===== config.mk =====
export PLATFORM = sky130hd
export DESIGN_NAME = fixed_rate_tick_scheduler_core
export DESIGN_NICKNAME = d
export VERILOG_FILES = /design/src/rtl/ftsch_pkg.sv /design/src/rtl/ftsch_div.sv /design/src/rtl/fixed_rate_tick_scheduler_core.sv
export SDC_FILE = /design/constraint.sdc
export NUM_CORES = 2
export LEC_CHECK = 0
export BUFFER_PORTS_ARGS = -buffer_cell sky130_fd_sc_hd__buf_2
export CORE_MARGIN = 5
export CORE_UTILIZATION = 60
export CTS_CLUSTER_SIZE = 16
export DETAILED_ROUTE_END_ITERATION = 6
export PLACE_DENSITY = 0.76
export SETUP_SLACK_MARGIN = 0.1
export SKIP_CTS_REPAIR_TIMING = 1
export SYNTH_ARGS = -nofsm -noshare
export SYNTH_HDL_FRONTEND = slang
export SYNTH_SLANG_ARGS = --single-unit

===== constraint.sdc =====
create_clock -name clock -period 13.55 [get_ports clock]
set_input_delay 1.355 -clock clock [delete_from_list [all_inputs] [get_ports clock]]
set_output_delay 1.355 -clock clock [all_outputs]
set_load 0.01 [all_outputs]

===== src/rtl/ftsch_pkg.sv =====
`default_nettype none

package ftsch_pkg;

   // Field widths
   localparam int TIME_W   = 63;
   localparam int ORD_W    = 64;
   localparam int RATE_W   = 20;
   localparam int LIMIT_W  = 8;
   localparam int CSR_W    = 20;
   localparam int ERR_W    = 2;

   // Divider geometry: quotient bits retired per cycle
   localparam int DIV_W          = 64;
   localparam int DIV_RADIX_BITS = 4;
   localparam int DIV_CYCLES     = DIV_W / DIV_RADIX_BITS;
   localparam int DIV_CNT_W      = $clog2(DIV_CYCLES);

   // Arithmetic constants
   localparam logic [29:0] NS_PER_SEC = 30'd1000000000;
   // Largest whole-second count whose nanosecond offset still fits in 63 bits
   localparam logic [63:0] WHOLE_MAX  = 64'd9223372036;

   // Command codes
   localparam logic ACT_START   = 1'b0;
   localparam logic ACT_ADVANCE = 1'b1;

   // Error codes
   localparam logic [ERR_W-1:0] ERR_OK              = 2'd0;
   localparam logic [ERR_W-1:0] ERR_NOT_STARTED     = 2'd1;
   localparam logic [ERR_W-1:0] ERR_ALREADY_STARTED = 2'd2;
   localparam logic [ERR_W-1:0] ERR_OVERFLOW        = 2'd3;

   // Register indexes
   localparam logic REG_TICK_RATE    = 1'b0;
   localparam logic REG_MAX_CATCH_UP = 1'b1;

   // Reset values of the registers
   localparam logic [RATE_W-1:0]  TICK_RATE_RESET    = 20'd30;
   localparam logic [LIMIT_W-1:0] MAX_CATCH_UP_RESET = 8'd5;

   typedef struct packed {
      logic              action;
      logic [TIME_W-1:0] now_ns;
   } req_type;

   typedef struct packed {
      logic [LIMIT_W-1:0] ticks_due;
      logic               rebased;
      logic [TIME_W-1:0]  lateness_ns;
      logic [ERR_W-1:0]   error;
   } rsp_type;

   // Divider status seen by the sequencer
   typedef struct packed {
      logic busy;
      logic done;
   } div_stat_type;

endpackage

`default_nettype wire


===== src/rtl/ftsch_div.sv =====
`default_nettype none

// Restoring divider, 64-bit dividend by 20-bit divisor, several quotient bits per cycle.
// Results hold until the next start.
module ftsch_div
   import ftsch_pkg::*;
(
   input  wire logic              clock,
   input  wire logic              reset,
   input  wire logic              start,
   input  wire logic [DIV_W-1:0]  dividend,
   input  wire logic [RATE_W-1:0] divisor,
   output logic [DIV_W-1:0]       quotient,
   output logic [RATE_W-1:0]      remainder,
   output div_stat_type           stat
);

   logic [DIV_W-1:0]     quo_ff, quo_in;
   logic [RATE_W-1:0]    rem_ff, rem_in;
   logic [RATE_W-1:0]    dsr_ff, dsr_in;
   logic [DIV_CNT_W-1:0] cnt_ff, cnt_in;
   logic                 busy_ff, busy_in;
   logic                 done_ff, done_in;

   // Radix steps for one cycle: shift in a dividend bit, subtract if it fits
   always_comb begin
      logic [RATE_W:0]   r;
      logic [DIV_W-1:0]  q;
      r = {1'b0, rem_ff};
      q = quo_ff;
      for (int i = 0; i < DIV_RADIX_BITS; i++) begin
         r = {r[RATE_W-1:0], q[DIV_W-1]};
         q = {q[DIV_W-2:0], 1'b0};
         if (r >= {1'b0, dsr_ff}) begin
            r    = r - {1'b0, dsr_ff};
            q[0] = 1'b1;
         end
      end
      quo_in  = quo_ff;
      rem_in  = rem_ff;
      dsr_in  = dsr_ff;
      cnt_in  = cnt_ff;
      busy_in = busy_ff;
      done_in = 1'b0;
      if (start) begin
         quo_in  = dividend;
         rem_in  = '0;
         dsr_in  = divisor;
         cnt_in  = '0;
         busy_in = 1'b1;
      end else if (busy_ff) begin
         quo_in = q;
         rem_in = r[RATE_W-1:0];
         cnt_in = cnt_ff + 1'b1;
         if (cnt_ff == DIV_CNT_W'(DIV_CYCLES - 1)) begin
            busy_in = 1'b0;
            done_in = 1'b1;
         end
      end
   end

   always_ff @(posedge clock) begin
      if (reset) begin
         busy_ff <= 1'b0;
         done_ff <= 1'b0;
         cnt_ff  <= '0;
      end else begin
         busy_ff <= busy_in;
         done_ff <= done_in;
         cnt_ff  <= cnt_in;
      end
      quo_ff <= quo_in;
      rem_ff <= rem_in;
      dsr_ff <= dsr_in;
   end

   assign quotient  = quo_ff;
   assign remainder = rem_ff;
   assign stat.busy = busy_ff;
   assign stat.done = done_ff;

endmodule

`default_nettype wire


===== src/rtl/fixed_rate_tick_scheduler_core.sv =====
`default_nettype none

// Fixed-rate tick scheduler with a catch-up limit.
// req channel: one item per command, action (start or advance) and now_ns.
// rsp channel: exactly one item per command: ticks_due, rebased, lateness_ns, error.
// csr port: csr_wen writes csr_wdata into register csr_index (0 tick_rate,
// 1 max_catch_up); the user must see that they are written only while no
// command is in flight, and nothing in the block enforces this.
// A start or a rejected command goes through res_ff and the PUSH state into the
// rsp register, and the next command is taken once its result has moved there.
// An advance evaluates ticks_due+1 deadlines, each with two passes of the
// shared 64/20-bit divider at 4 quotient bits per cycle, two passes of the
// 32x30 multiplier, an offset add and a deadline add/compare. A rebase adds
// the REB state before PUSH.
// req_stall is high from acceptance until the result moves into the rsp
// register; a waiting result does not block the next command, but a finished
// one waits for the register to free up when rsp_stall holds it.
// Reset (synchronous, active high) clears the started flag, the schedule and
// the channels, and loads tick_rate 30 and max_catch_up 5.
module fixed_rate_tick_scheduler_core
   import ftsch_pkg::*;
(
   input  wire logic             clock,
   input  wire logic             reset,
   input  wire logic             req_valid,
   output logic                  req_stall,
   input  wire req_type          req_data,
   output logic                  rsp_valid,
   input  wire logic             rsp_stall,
   output rsp_type               rsp_data,
   input  wire logic             csr_wen,
   input  wire logic [0:0]       csr_index,
   input  wire logic [CSR_W-1:0] csr_wdata
);

   // Sequencer states
   localparam logic [3:0] S_IDLE   = 4'd0;
   localparam logic [3:0] S_D1GO   = 4'd1;
   localparam logic [3:0] S_D1WAIT = 4'd2;
   localparam logic [3:0] S_MUL1   = 4'd3;
   localparam logic [3:0] S_D2GO   = 4'd4;
   localparam logic [3:0] S_D2WAIT = 4'd5;
   localparam logic [3:0] S_MUL2   = 4'd6;
   localparam logic [3:0] S_ADD    = 4'd7;
   localparam logic [3:0] S_CHK    = 4'd8;
   localparam logic [3:0] S_REB    = 4'd9;
   localparam logic [3:0] S_PUSH   = 4'd10;

   logic [3:0]          state_ff, state_in;
   logic                started_ff, started_in;
   logic [TIME_W-1:0]   epoch_ff, epoch_in;
   logic [ORD_W-1:0]    ordinal_ff, ordinal_in;
   logic [TIME_W-1:0]   now_ff, now_in;
   logic [LIMIT_W-1:0]  ticks_ff, ticks_in;
   logic                final_ff, final_in;
   logic [33:0]         whole_ff, whole_in;
   logic [29:0]         frac_ff, frac_in;
   logic [61:0]         prod_ff, prod_in;
   logic [63:0]         off_ff, off_in;
   logic [TIME_W-1:0]   deadline_ff, deadline_in;
   rsp_type             res_ff, res_in;
   logic                rsp_valid_ff, rsp_valid_in;
   rsp_type             rsp_data_ff, rsp_data_in;
   logic [RATE_W-1:0]   tick_rate_ff, tick_rate_in;
   logic [LIMIT_W-1:0]  max_catch_up_ff, max_catch_up_in;

   logic [RATE_W-1:0]   rate_eff;
   logic [LIMIT_W-1:0]  limit_eff;
   logic                div_start;
   logic [DIV_W-1:0]    div_dividend;
   logic [DIV_W-1:0]    div_quo;
   logic [RATE_W-1:0]   div_rem;
   div_stat_type        div_stat;
   logic [31:0]         mul_a;
   logic [61:0]         mul_prod;
   logic [31:0]         hi_ns;
   logic [64:0]         sum;
   logic                due;

   // Zero in a register means one
   assign rate_eff  = (tick_rate_ff == '0) ? RATE_W'(1) : tick_rate_ff;
   assign limit_eff = (max_catch_up_ff == '0) ? LIMIT_W'(1) : max_catch_up_ff;

   // Shared divider: ordinal / rate, then rem * 1e9 / rate
   assign div_start    = (state_ff == S_D1GO) || (state_ff == S_D2GO);
   assign div_dividend = (state_ff == S_D1GO) ? ordinal_ff : {14'b0, prod_ff[49:0]};

   ftsch_div u_div (
      .clock     (clock),
      .reset     (reset),
      .start     (div_start),
      .dividend  (div_dividend),
      .divisor   (rate_eff),
      .quotient  (div_quo),
      .remainder (div_rem),
      .stat      (div_stat)
   );

   // Shared multiplier by 1e9
   assign mul_a    = (state_ff == S_MUL1) ? {12'b0, div_rem} : whole_ff[31:0];
   assign mul_prod = {30'b0, mul_a} * {32'b0, NS_PER_SEC};

   // Top two bits of the whole-second count times 1e9, placed above bit 32
   assign hi_ns = (whole_ff[33] ? {1'b0, NS_PER_SEC, 1'b0} : 32'd0)
                + (whole_ff[32] ? {2'b0, NS_PER_SEC} : 32'd0);

   // Deadline = epoch + offset, checked against the 63-bit time range
   assign sum = {2'b0, epoch_ff} + {1'b0, off_ff};
   assign due = (sum[TIME_W-1:0] <= now_ff);

   assign req_stall = (state_ff != S_IDLE);

   // Sequencer
   always_comb begin
      state_in        = state_ff;
      started_in      = started_ff;
      epoch_in        = epoch_ff;
      ordinal_in      = ordinal_ff;
      now_in          = now_ff;
      ticks_in        = ticks_ff;
      final_in        = final_ff;
      whole_in        = whole_ff;
      frac_in         = frac_ff;
      prod_in         = prod_ff;
      off_in          = off_ff;
      deadline_in     = deadline_ff;
      res_in          = res_ff;
      rsp_valid_in    = rsp_valid_ff && rsp_stall;
      rsp_data_in     = rsp_data_ff;
      tick_rate_in    = tick_rate_ff;
      max_catch_up_in = max_catch_up_ff;

      // Register writes
      if (csr_wen) begin
         case (csr_index[0])
            REG_TICK_RATE:    tick_rate_in    = csr_wdata[RATE_W-1:0];
            REG_MAX_CATCH_UP: max_catch_up_in = csr_wdata[LIMIT_W-1:0];
            default: ;
         endcase
      end

      case (state_ff)
         S_IDLE: begin
            if (req_valid) begin
               res_in = '{ticks_due: '0, rebased: 1'b0, lateness_ns: '0, error: ERR_OK};
               state_in = S_PUSH;
               if (req_data.action == ACT_START) begin
                  if (started_ff) begin
                     res_in.error = ERR_ALREADY_STARTED;
                  end else begin
                     started_in = 1'b1;
                     epoch_in   = req_data.now_ns;
                     ordinal_in = ORD_W'(1);
                  end
               end else if (!started_ff) begin
                  res_in.error = ERR_NOT_STARTED;
               end else begin
                  now_in   = req_data.now_ns;
                  ticks_in = '0;
                  final_in = 1'b0;
                  state_in = S_D1GO;
               end
            end
         end
         S_D1GO: begin
            state_in = S_D1WAIT;
         end
         S_D1WAIT: begin
            if (div_stat.done) begin
               if (div_quo > WHOLE_MAX) begin
                  res_in.error = ERR_OVERFLOW;
                  state_in     = S_PUSH;
               end else begin
                  whole_in = div_quo[33:0];
                  state_in = S_MUL1;
               end
            end
         end
         S_MUL1: begin
            prod_in  = mul_prod;
            state_in = S_D2GO;
         end
         S_D2GO: begin
            state_in = S_D2WAIT;
         end
         S_D2WAIT: begin
            if (div_stat.done) begin
               frac_in  = div_quo[29:0];
               state_in = S_MUL2;
            end
         end
         S_MUL2: begin
            prod_in  = mul_prod;
            state_in = S_ADD;
         end
         S_ADD: begin
            off_in   = {2'b0, prod_ff} + {hi_ns, 32'b0} + {34'b0, frac_ff};
            state_in = S_CHK;
         end
         S_CHK: begin
            deadline_in = sum[TIME_W-1:0];
            if (sum[64:63] != 2'b00) begin
               res_in.error = ERR_OVERFLOW;
               state_in     = S_PUSH;
            end else if (final_ff) begin
               // Limit reached: rebase only if this deadline has passed too
               if (due) begin
                  state_in = S_REB;
               end else begin
                  res_in.ticks_due = ticks_ff;
                  state_in         = S_PUSH;
               end
            end else if (!due) begin
               res_in.ticks_due = ticks_ff;
               state_in         = S_PUSH;
            end else if (ordinal_ff == {ORD_W{1'b1}}) begin
               res_in.error = ERR_OVERFLOW;
               state_in     = S_PUSH;
            end else begin
               ticks_in   = ticks_ff + 1'b1;
               ordinal_in = ordinal_ff + 1'b1;
               final_in   = ((ticks_ff + 1'b1) == limit_eff);
               state_in   = S_D1GO;
            end
         end
         S_REB: begin
            res_in.ticks_due   = ticks_ff;
            res_in.rebased     = 1'b1;
            res_in.lateness_ns = now_ff - deadline_ff;
            epoch_in           = now_ff;
            ordinal_in         = ORD_W'(1);
            state_in           = S_PUSH;
         end
         S_PUSH: begin
            if (!rsp_valid_ff || !rsp_stall) begin
               rsp_data_in  = res_ff;
               rsp_valid_in = 1'b1;
               state_in     = S_IDLE;
            end
         end
         default: begin
            state_in = S_IDLE;
         end
      endcase
   end

   always_ff @(posedge clock) begin
      if (reset) begin
         state_ff        <= S_IDLE;
         started_ff      <= 1'b0;
         epoch_ff        <= '0;
         ordinal_ff      <= '0;
         rsp_valid_ff    <= 1'b0;
         tick_rate_ff    <= TICK_RATE_RESET;
         max_catch_up_ff <= MAX_CATCH_UP_RESET;
         ticks_ff        <= '0;
         final_ff        <= 1'b0;
      end else begin
         state_ff        <= state_in;
         started_ff      <= started_in;
         epoch_ff        <= epoch_in;
         ordinal_ff      <= ordinal_in;
         rsp_valid_ff    <= rsp_valid_in;
         tick_rate_ff    <= tick_rate_in;
         max_catch_up_ff <= max_catch_up_in;
         ticks_ff        <= ticks_in;
         final_ff        <= final_in;
      end
      now_ff      <= now_in;
      whole_ff    <= whole_in;
      frac_ff     <= frac_in;
      prod_ff     <= prod_in;
      off_ff      <= off_in;
      deadline_ff <= deadline_in;
      res_ff      <= res_in;
      rsp_data_ff <= rsp_data_in;
   end

   assign rsp_valid = rsp_valid_ff;
   assign rsp_data  = rsp_data_ff;

   // Checks
   a_div_start_free: assert property (@(posedge clock) disable iff (reset)
      div_start |-> !div_stat.busy)
      else $error("divider restarted while busy");

   a_div_done_waited: assert property (@(posedge clock) disable iff (reset)
      div_stat.done |-> (state_ff == S_D1WAIT || state_ff == S_D2WAIT))
      else $error("divider result arrived outside a wait state");

   a_error_clean: assert property (@(posedge clock) disable iff (reset)
      (rsp_valid_ff && rsp_data_ff.error != ERR_OK) |->
         (rsp_data_ff.ticks_due == '0 && !rsp_data_ff.rebased &&
          rsp_data_ff.lateness_ns == '0))
      else $error("failing item carries tick data");

   a_started_sticky: assert property (@(posedge clock) disable iff (reset)
      started_ff |=> started_ff)
      else $error("started flag dropped");

   a_ordinal_live: assert property (@(posedge clock) disable iff (reset)
      started_ff |-> (ordinal_ff != '0))
      else $error("ordinal wrapped to zero");

endmodule

`default_nettype wire


=== After elaboration in Yosys (flattened, before gate mapping) ===
Cells that the tools add are included.

* Word-level logic and storage cells: 192
* Output and inout port bits: 76
* Input port bits: 90
* Register bits: 735

* Order comparisons: 6
* Equality and inequality tests: 30
* Multiplexer cells: 77
* Bitwise logic cells: 4
* Reduce and logical (&&, ||, !) cells: 33
* $mul: 1
* Add/subtract/negate cells: 12

{| class="wikitable"
|+ Operator list
! cell !! count
|-
| 64-bit 2-to-1 mux || 10
|-
| 64-bit one-hot mux with 3 select lines || 1
|-
| 63-bit 2-to-1 mux || 3
|-
| 64-bit one-hot mux with 2 select lines || 1
|-
| 63-bit one-hot mux with 2 select lines || 1
|-
| 21-bit by 20-bit greater-or-equal comparator with 1-bit output || 4
|-
| 20-bit 2-to-1 mux || 4
|-
| 8-bit 2-to-1 mux || 10
|-
| 20-bit subtractor || 4
|-
| 74-bit 2-to-1 mux || 1
|-
| 63-bit by 64-bit adder with 65-bit output || 1
|-
| 62-bit by 64-bit adder with 64-bit output || 1
|-
| 64-bit by 1-bit adder with 64-bit output, second input constant || 1
|-
| 64-bit by 30-bit adder with 64-bit output || 1
|-
| 64-bit == test, second input constant || 1
|-
| 64-bit by 34-bit > comparator with 1-bit output, second input constant || 1
|-
| 63-bit less-or-equal comparator || 1
|-
| 63-bit subtractor || 1
|-
| 32-bit by 21-bit multiplier with 53-bit output, second input constant || 1
|-
| 4-bit 2-to-1 mux || 11
|-
| 4-bit one-hot mux with 11 select lines || 1
|-
| 31-bit by 30-bit adder with 32-bit output || 1
|-
| 32-bit 2-to-1 mux || 1
|-
| 31-bit 2-to-1 mux || 1
|-
| 35 further kinds || 100
|}

=== Logic depth before layout (Yosys ltp) ===
* Word-level depth: 10
* Gate-level depth with buffers: 52
* Gate-level depth less buffers: 47

=== Cells and area by module ===
A second synthesis with hierarchy kept.

* Cells, all modules: 5803
* Area, all modules: 57291.2 um2

{| class="wikitable"
|+ By module, submodules not included
! module !! area an instance (um2) !! instances !! cells each !! seq. area each (um2)
|-
| fixed_rate_tick_scheduler_core || 47853.4 || 1 || 4784 || 17066.4
|-
| ftsch_div || 9437.8 || 1 || 1019 || 3042.9
|}

=== Worst setup path after synthesis ===
Ideal clock, no wire load.

* Path type: register -> register
* Start point: reg u_div.dsr_ff[1]
* End point: reg u_div.rem_ff[16] (netlist: u_div.remainder[16])
* Clock period less this slack: 10188 ps
* Path buffers: 6
* Required time: 13480 ps
* Arrival time: 10119 ps
* Setup time: 70 ps
* Setup slack: 3362 ps
* Stages on the path, launching flop included: 48
* Cell sequence: edfxtp_1 inv_1 ha_1 nor2b_1 o31a_1 o21ai_1 o31ai_1 a21oi_1 clkbuf_1 clkbuf_1 o21ai_0 ha_1 a21oi_1 o211ai_1 o21ai_0 a21oi_1 o311ai_0 nand2b_1 [... 12 more ...] o211ai_1 clkbuf_1 o21ai_0 clkbuf_1 o21ai_0 fa_1 a21o_1 a21oi_1 o21bai_1 a21oi_1 o21ba_2 o21ai_0 o41ai_1 o21bai_1 a221oi_1 xnor2_1 mux2i_1 a21oi_1

* Cells in the longest elaborated chain, start to end: 8
* Elaborated cells between the ends (all ways): 12
* Classes of those cells: add/sub (4); order compare (4); mux (4)

{| class="wikitable"
|+ RTL lines
! what !! line !! source
|-
| start: declaration || ftsch_div.sv:20 || <nowiki>logic [RATE_W-1:0] dsr_ff, dsr_in;</nowiki>
|-
| start signal: assignment || ftsch_div.sv:74 || <nowiki>dsr_ff <= dsr_in;</nowiki>
|-
| 20-bit subtractor or 21-bit by 20-bit greater-or-equal comparator with 1-bit output (tied branches) || ftsch_div.sv:35, ftsch_div.sv:34 ||
|-
| 20-bit 2-to-1 mux || ftsch_div.sv:34 || <nowiki>if (r >= {1'b0, dsr_ff}) begin</nowiki>
|-
| 20-bit subtractor or 21-bit by 20-bit greater-or-equal comparator with 1-bit output (tied branches) || ftsch_div.sv:35, ftsch_div.sv:34 ||
|-
| 20-bit 2-to-1 mux || ftsch_div.sv:34 ||
|-
| 20-bit subtractor or 21-bit by 20-bit greater-or-equal comparator with 1-bit output (tied branches) || ftsch_div.sv:35, ftsch_div.sv:34 ||
|-
| 20-bit 2-to-1 mux || ftsch_div.sv:34 ||
|-
| 20-bit subtractor or 21-bit by 20-bit greater-or-equal comparator with 1-bit output (tied branches) || ftsch_div.sv:35, ftsch_div.sv:34 ||
|-
| 20-bit 2-to-1 mux * || ftsch_div.sv:34 ||
|-
| end signal: assignment || ftsch_div.sv:73 || <nowiki>rem_ff <= rem_in;</nowiki>
|-
| end: declaration || ftsch_div.sv:19 || <nowiki>logic [RATE_W-1:0] rem_ff, rem_in;</nowiki>
|}

Mark *: on every way between the ends. The rest lies on a longest branch, timed or not.
A chain may end at the register's enable or synchronous reset.

=== Worst setup path in the final report ===
* Start point: reg u_div.dsr_ff[1]
* End point: reg u_div.rem_ff[18] (netlist: u_div.remainder[18])

Same word-level chain as after synthesis.

==> results.py <==
metrics = {
    "finish": {
        "n_fill_cell": 7215,
        "final_cell_area_um2": 59400,
        "layout_common_cells": "581 x ha_1, 579 x inv_1, 539 x edfxtp_1, 464 x nand2_1, 391 x nor2_1",
        "fin_nets": 6542,
        "num_antenna_cells": 0,
        "final_common_cell": "ha_1",
        "drive_gt1_share_pct": 7.12,
        "area_growth_pct": 8.22,
        "layout.cells.non_filler": 6801,
    },
    "clocking": {
        "root_buffer": "clkbuf_16",
        "clk_pin_slew_worst_paths_ps": 60,
        "clkLatencyLatePin_ps": 650,
        "cts_max_path_buffers": 3,
        "cts.sinks": 735,
        "cts_tree": "done",
        "cts_buffers": 79,
        "h-tree-depth": 3,
    },
    "critical_path": {
        "cp_common_cell": "a21oi_1",
        "cp_max_fo": 24,
        "max_stage_delay_ps": 830,
        "endpoint_kind": "register",
        "critical_path_buf_inv_count": 2,
        "crit_type": "reg2reg",
        "start_kind": "register",
        "critical_path_arrival_ps": 12760,
        "cp_top_family": "compound AO/OA/AOI/OAI gates",
        "crit_required_ps": 14060,
        "crit_slowest_cell": "o41ai_1",
    },
    "run": {
        "maxCapViolations": 0,
    },
    "place": {
        "dp_cells": 6657,
        "place.gp.congestion": 0.947,
        "dp_hpwl_um": 106000,
        "dpl-instance-area_um2": 56800,
        "port_buffers": 165,
    },
    "sta": {
        "worst_pin_slew_ps": 1280,
        "rsz0062_at_grt": "no",
        "hold_ws_ps": 409,
        "fmax_mhz": 81.6,
        "slew_headroom_pct": 14.6,
        "min_period_ps": 12250,
        "setup_viol": 0,
        "finalHoldViolCount": 0,
        "timing.final.crit_share_pct": 90.4,
        "drv_slew": 0,
        "setup_tns_ps": 0,
        "finClkSkew_ps": 36.0,
    },
    "run_status": {
        "outcome": "finished, final reports clean",
    },
    "drt": {
        "wirelength_um": 135000,
        "firstDrtPassIters": 6,
        "drtAntennaViolNets": 0,
        "num_vias": 41000,
        "drtIter0Drc": 3764,
        "vias_per_cell": 6.03,
        "drc": 0,
        "avgRoutedWirePerCell_um": 19.9,
    },
    "grt": {
        "grt_usage_pct": 27.3,
        "grt_pass1_wl_um": 216000,
        "grt_pass1_vias": 40100,
        "grt_max_degree": 90,
        "overflow": 0,
        "antenna_found_initial": 2,
    },
    "yosys": {
        "avgSynthCellArea_um2": 10.1,
        "ys_warn_count": 0,
        "yosys_most_used_dff": "edfxtp_1",
        "synth-edff-count": 539,
        "netlist_area_um2": 54900,
        "syn_nets": 6444,
        "ys_seq_area_share_pct": 36.6,
        "async_flop_share_pct": 0,
        "ys_types": 81,
        "syn_inst": 5454,
        "ys_seq_elements": 735,
    },
    "floorplan": {
        "start_util_pct": 60.1,
        "ios": 166,
        "die_area_um2": 97600,
        "core_area_um2": 91200,
        "dieWidth_um": 312,
        "die_height_um": 312,
        "num_rows": 111,
    },
    "worst_hold_path": {
        "hold_class": "reg2reg",
    },
}
## final cells by class
cell class | instances | area [um2] | area share, %
well taps | 1186 | 1480 | 2.50
repair buffers | 200 | 1090 | 1.84
multi-input cells | 3954 | 32000 | 53.8
clock buffers | 103 | 2180 | 3.67
inverters | 582 | 2180 | 3.68
clock inverters | 41 | 392 | 0.659
flip-flops and latches | 735 | 20100 | 33.9
## synthesized netlist by cell type (all sizes together) (27+ instances only)
cell | n | area share [%]
a211oi | 49 | 0.67
nand4 | 78 | 0.89
mux2 | 31 | 0.64
nor4 | 29 | 0.33
nor3 | 58 | 0.53
or3 | 30 | 0.34
nand2b | 46 | 0.52
nor2 | 394 | 2.7
edfxtp | 539 | 29
o21a | 46 | 0.63
fa | 319 | 12
a21o | 175 | 2.4
a31oi | 65 | 0.77
a311oi | 66 | 1.1
clkbuf | 158 | 1.1
dfxtp | 196 | 7.1
nand3 | 103 | 0.94
o21bai | 38 | 0.52
xor2 | 90 | 1.4
inv | 582 | 4.0
and3 | 48 | 0.57
and2 | 27 | 0.31
a21oi | 359 | 3.3
xnor2 | 234 | 3.7
ha | 581 | 13
o22ai | 28 | 0.32
nor2b | 46 | 0.52
nand2 | 466 | 3.2
o21ai | 247 | 2.3
## state kept, by name, indices dropped and copies added, names as in the netlist, 30 cells and up
signal          count
res_ff             74
rsp_data           74
off_ff             64
ordinal_ff         64
u_div.quotient     64
deadline_ff        63
epoch_ff           63
now_ff             63
prod_ff            53
whole_ff           34
frac_ff            30
## stage by stage
stage	worst slack, ps	util (%)
finish	1300	65.1
detailed placement	1580	62.3
global route	317	65.1
global placement	1690	62.3
CTS	1540	65.1
floorplan	3360	-
## cell families (layout without fill, tap and decap cells)
kind of cell	Yosys count	in the layout	synth area share [%]
xor gates and xnor gates	324	324	5.17
and+or+nand+nor	1390	1390	11.7
buffers and inverters	765	926	5.28
AOI/OAI and AO/OA	1294	1294	15.4
DFF	735	735	36.6
muxes	46	46	0.910
adders and majority gates	900	900	24.9
## worst reg2reg max path, delay by kind of cell (launching register included)
kind	cells	cell delay (ps)
adders and majority gates	4	1480
xor gates and xnor gates	1	160
and+or+nand+nor	5	1360
buffers and inverters	2	480
DFF	1	430
AOI/OAI and AO/OA	31	8220
## per-layer routing
metal  track usage (%)  wire length [um]  up-vias
met4              8.24              4170        0
met1              38.3             58900    19700
met5                 0                 0        -
met2              44.3             62400     1461
met3              4.02              9980      231
li1                  -                 -    19600
## final timing paths
kind | startpoint | end | slack, ps | depth (start not counted)
min reg2reg | res_ff[12] | rsp_data[12] | 410 | 0
max reg2reg | u_div.dsr_ff[1] | u_div.remainder[18] | 1300 | 43
max | u_div.dsr_ff[1] | u_div.remainder[18] | 1300 | 43
min | res_ff[12] | rsp_data[12] | 410 | 0
Power is not shown: default switching activity piles up to over one toggle a cycle in this logic, so the estimate is an artifact.
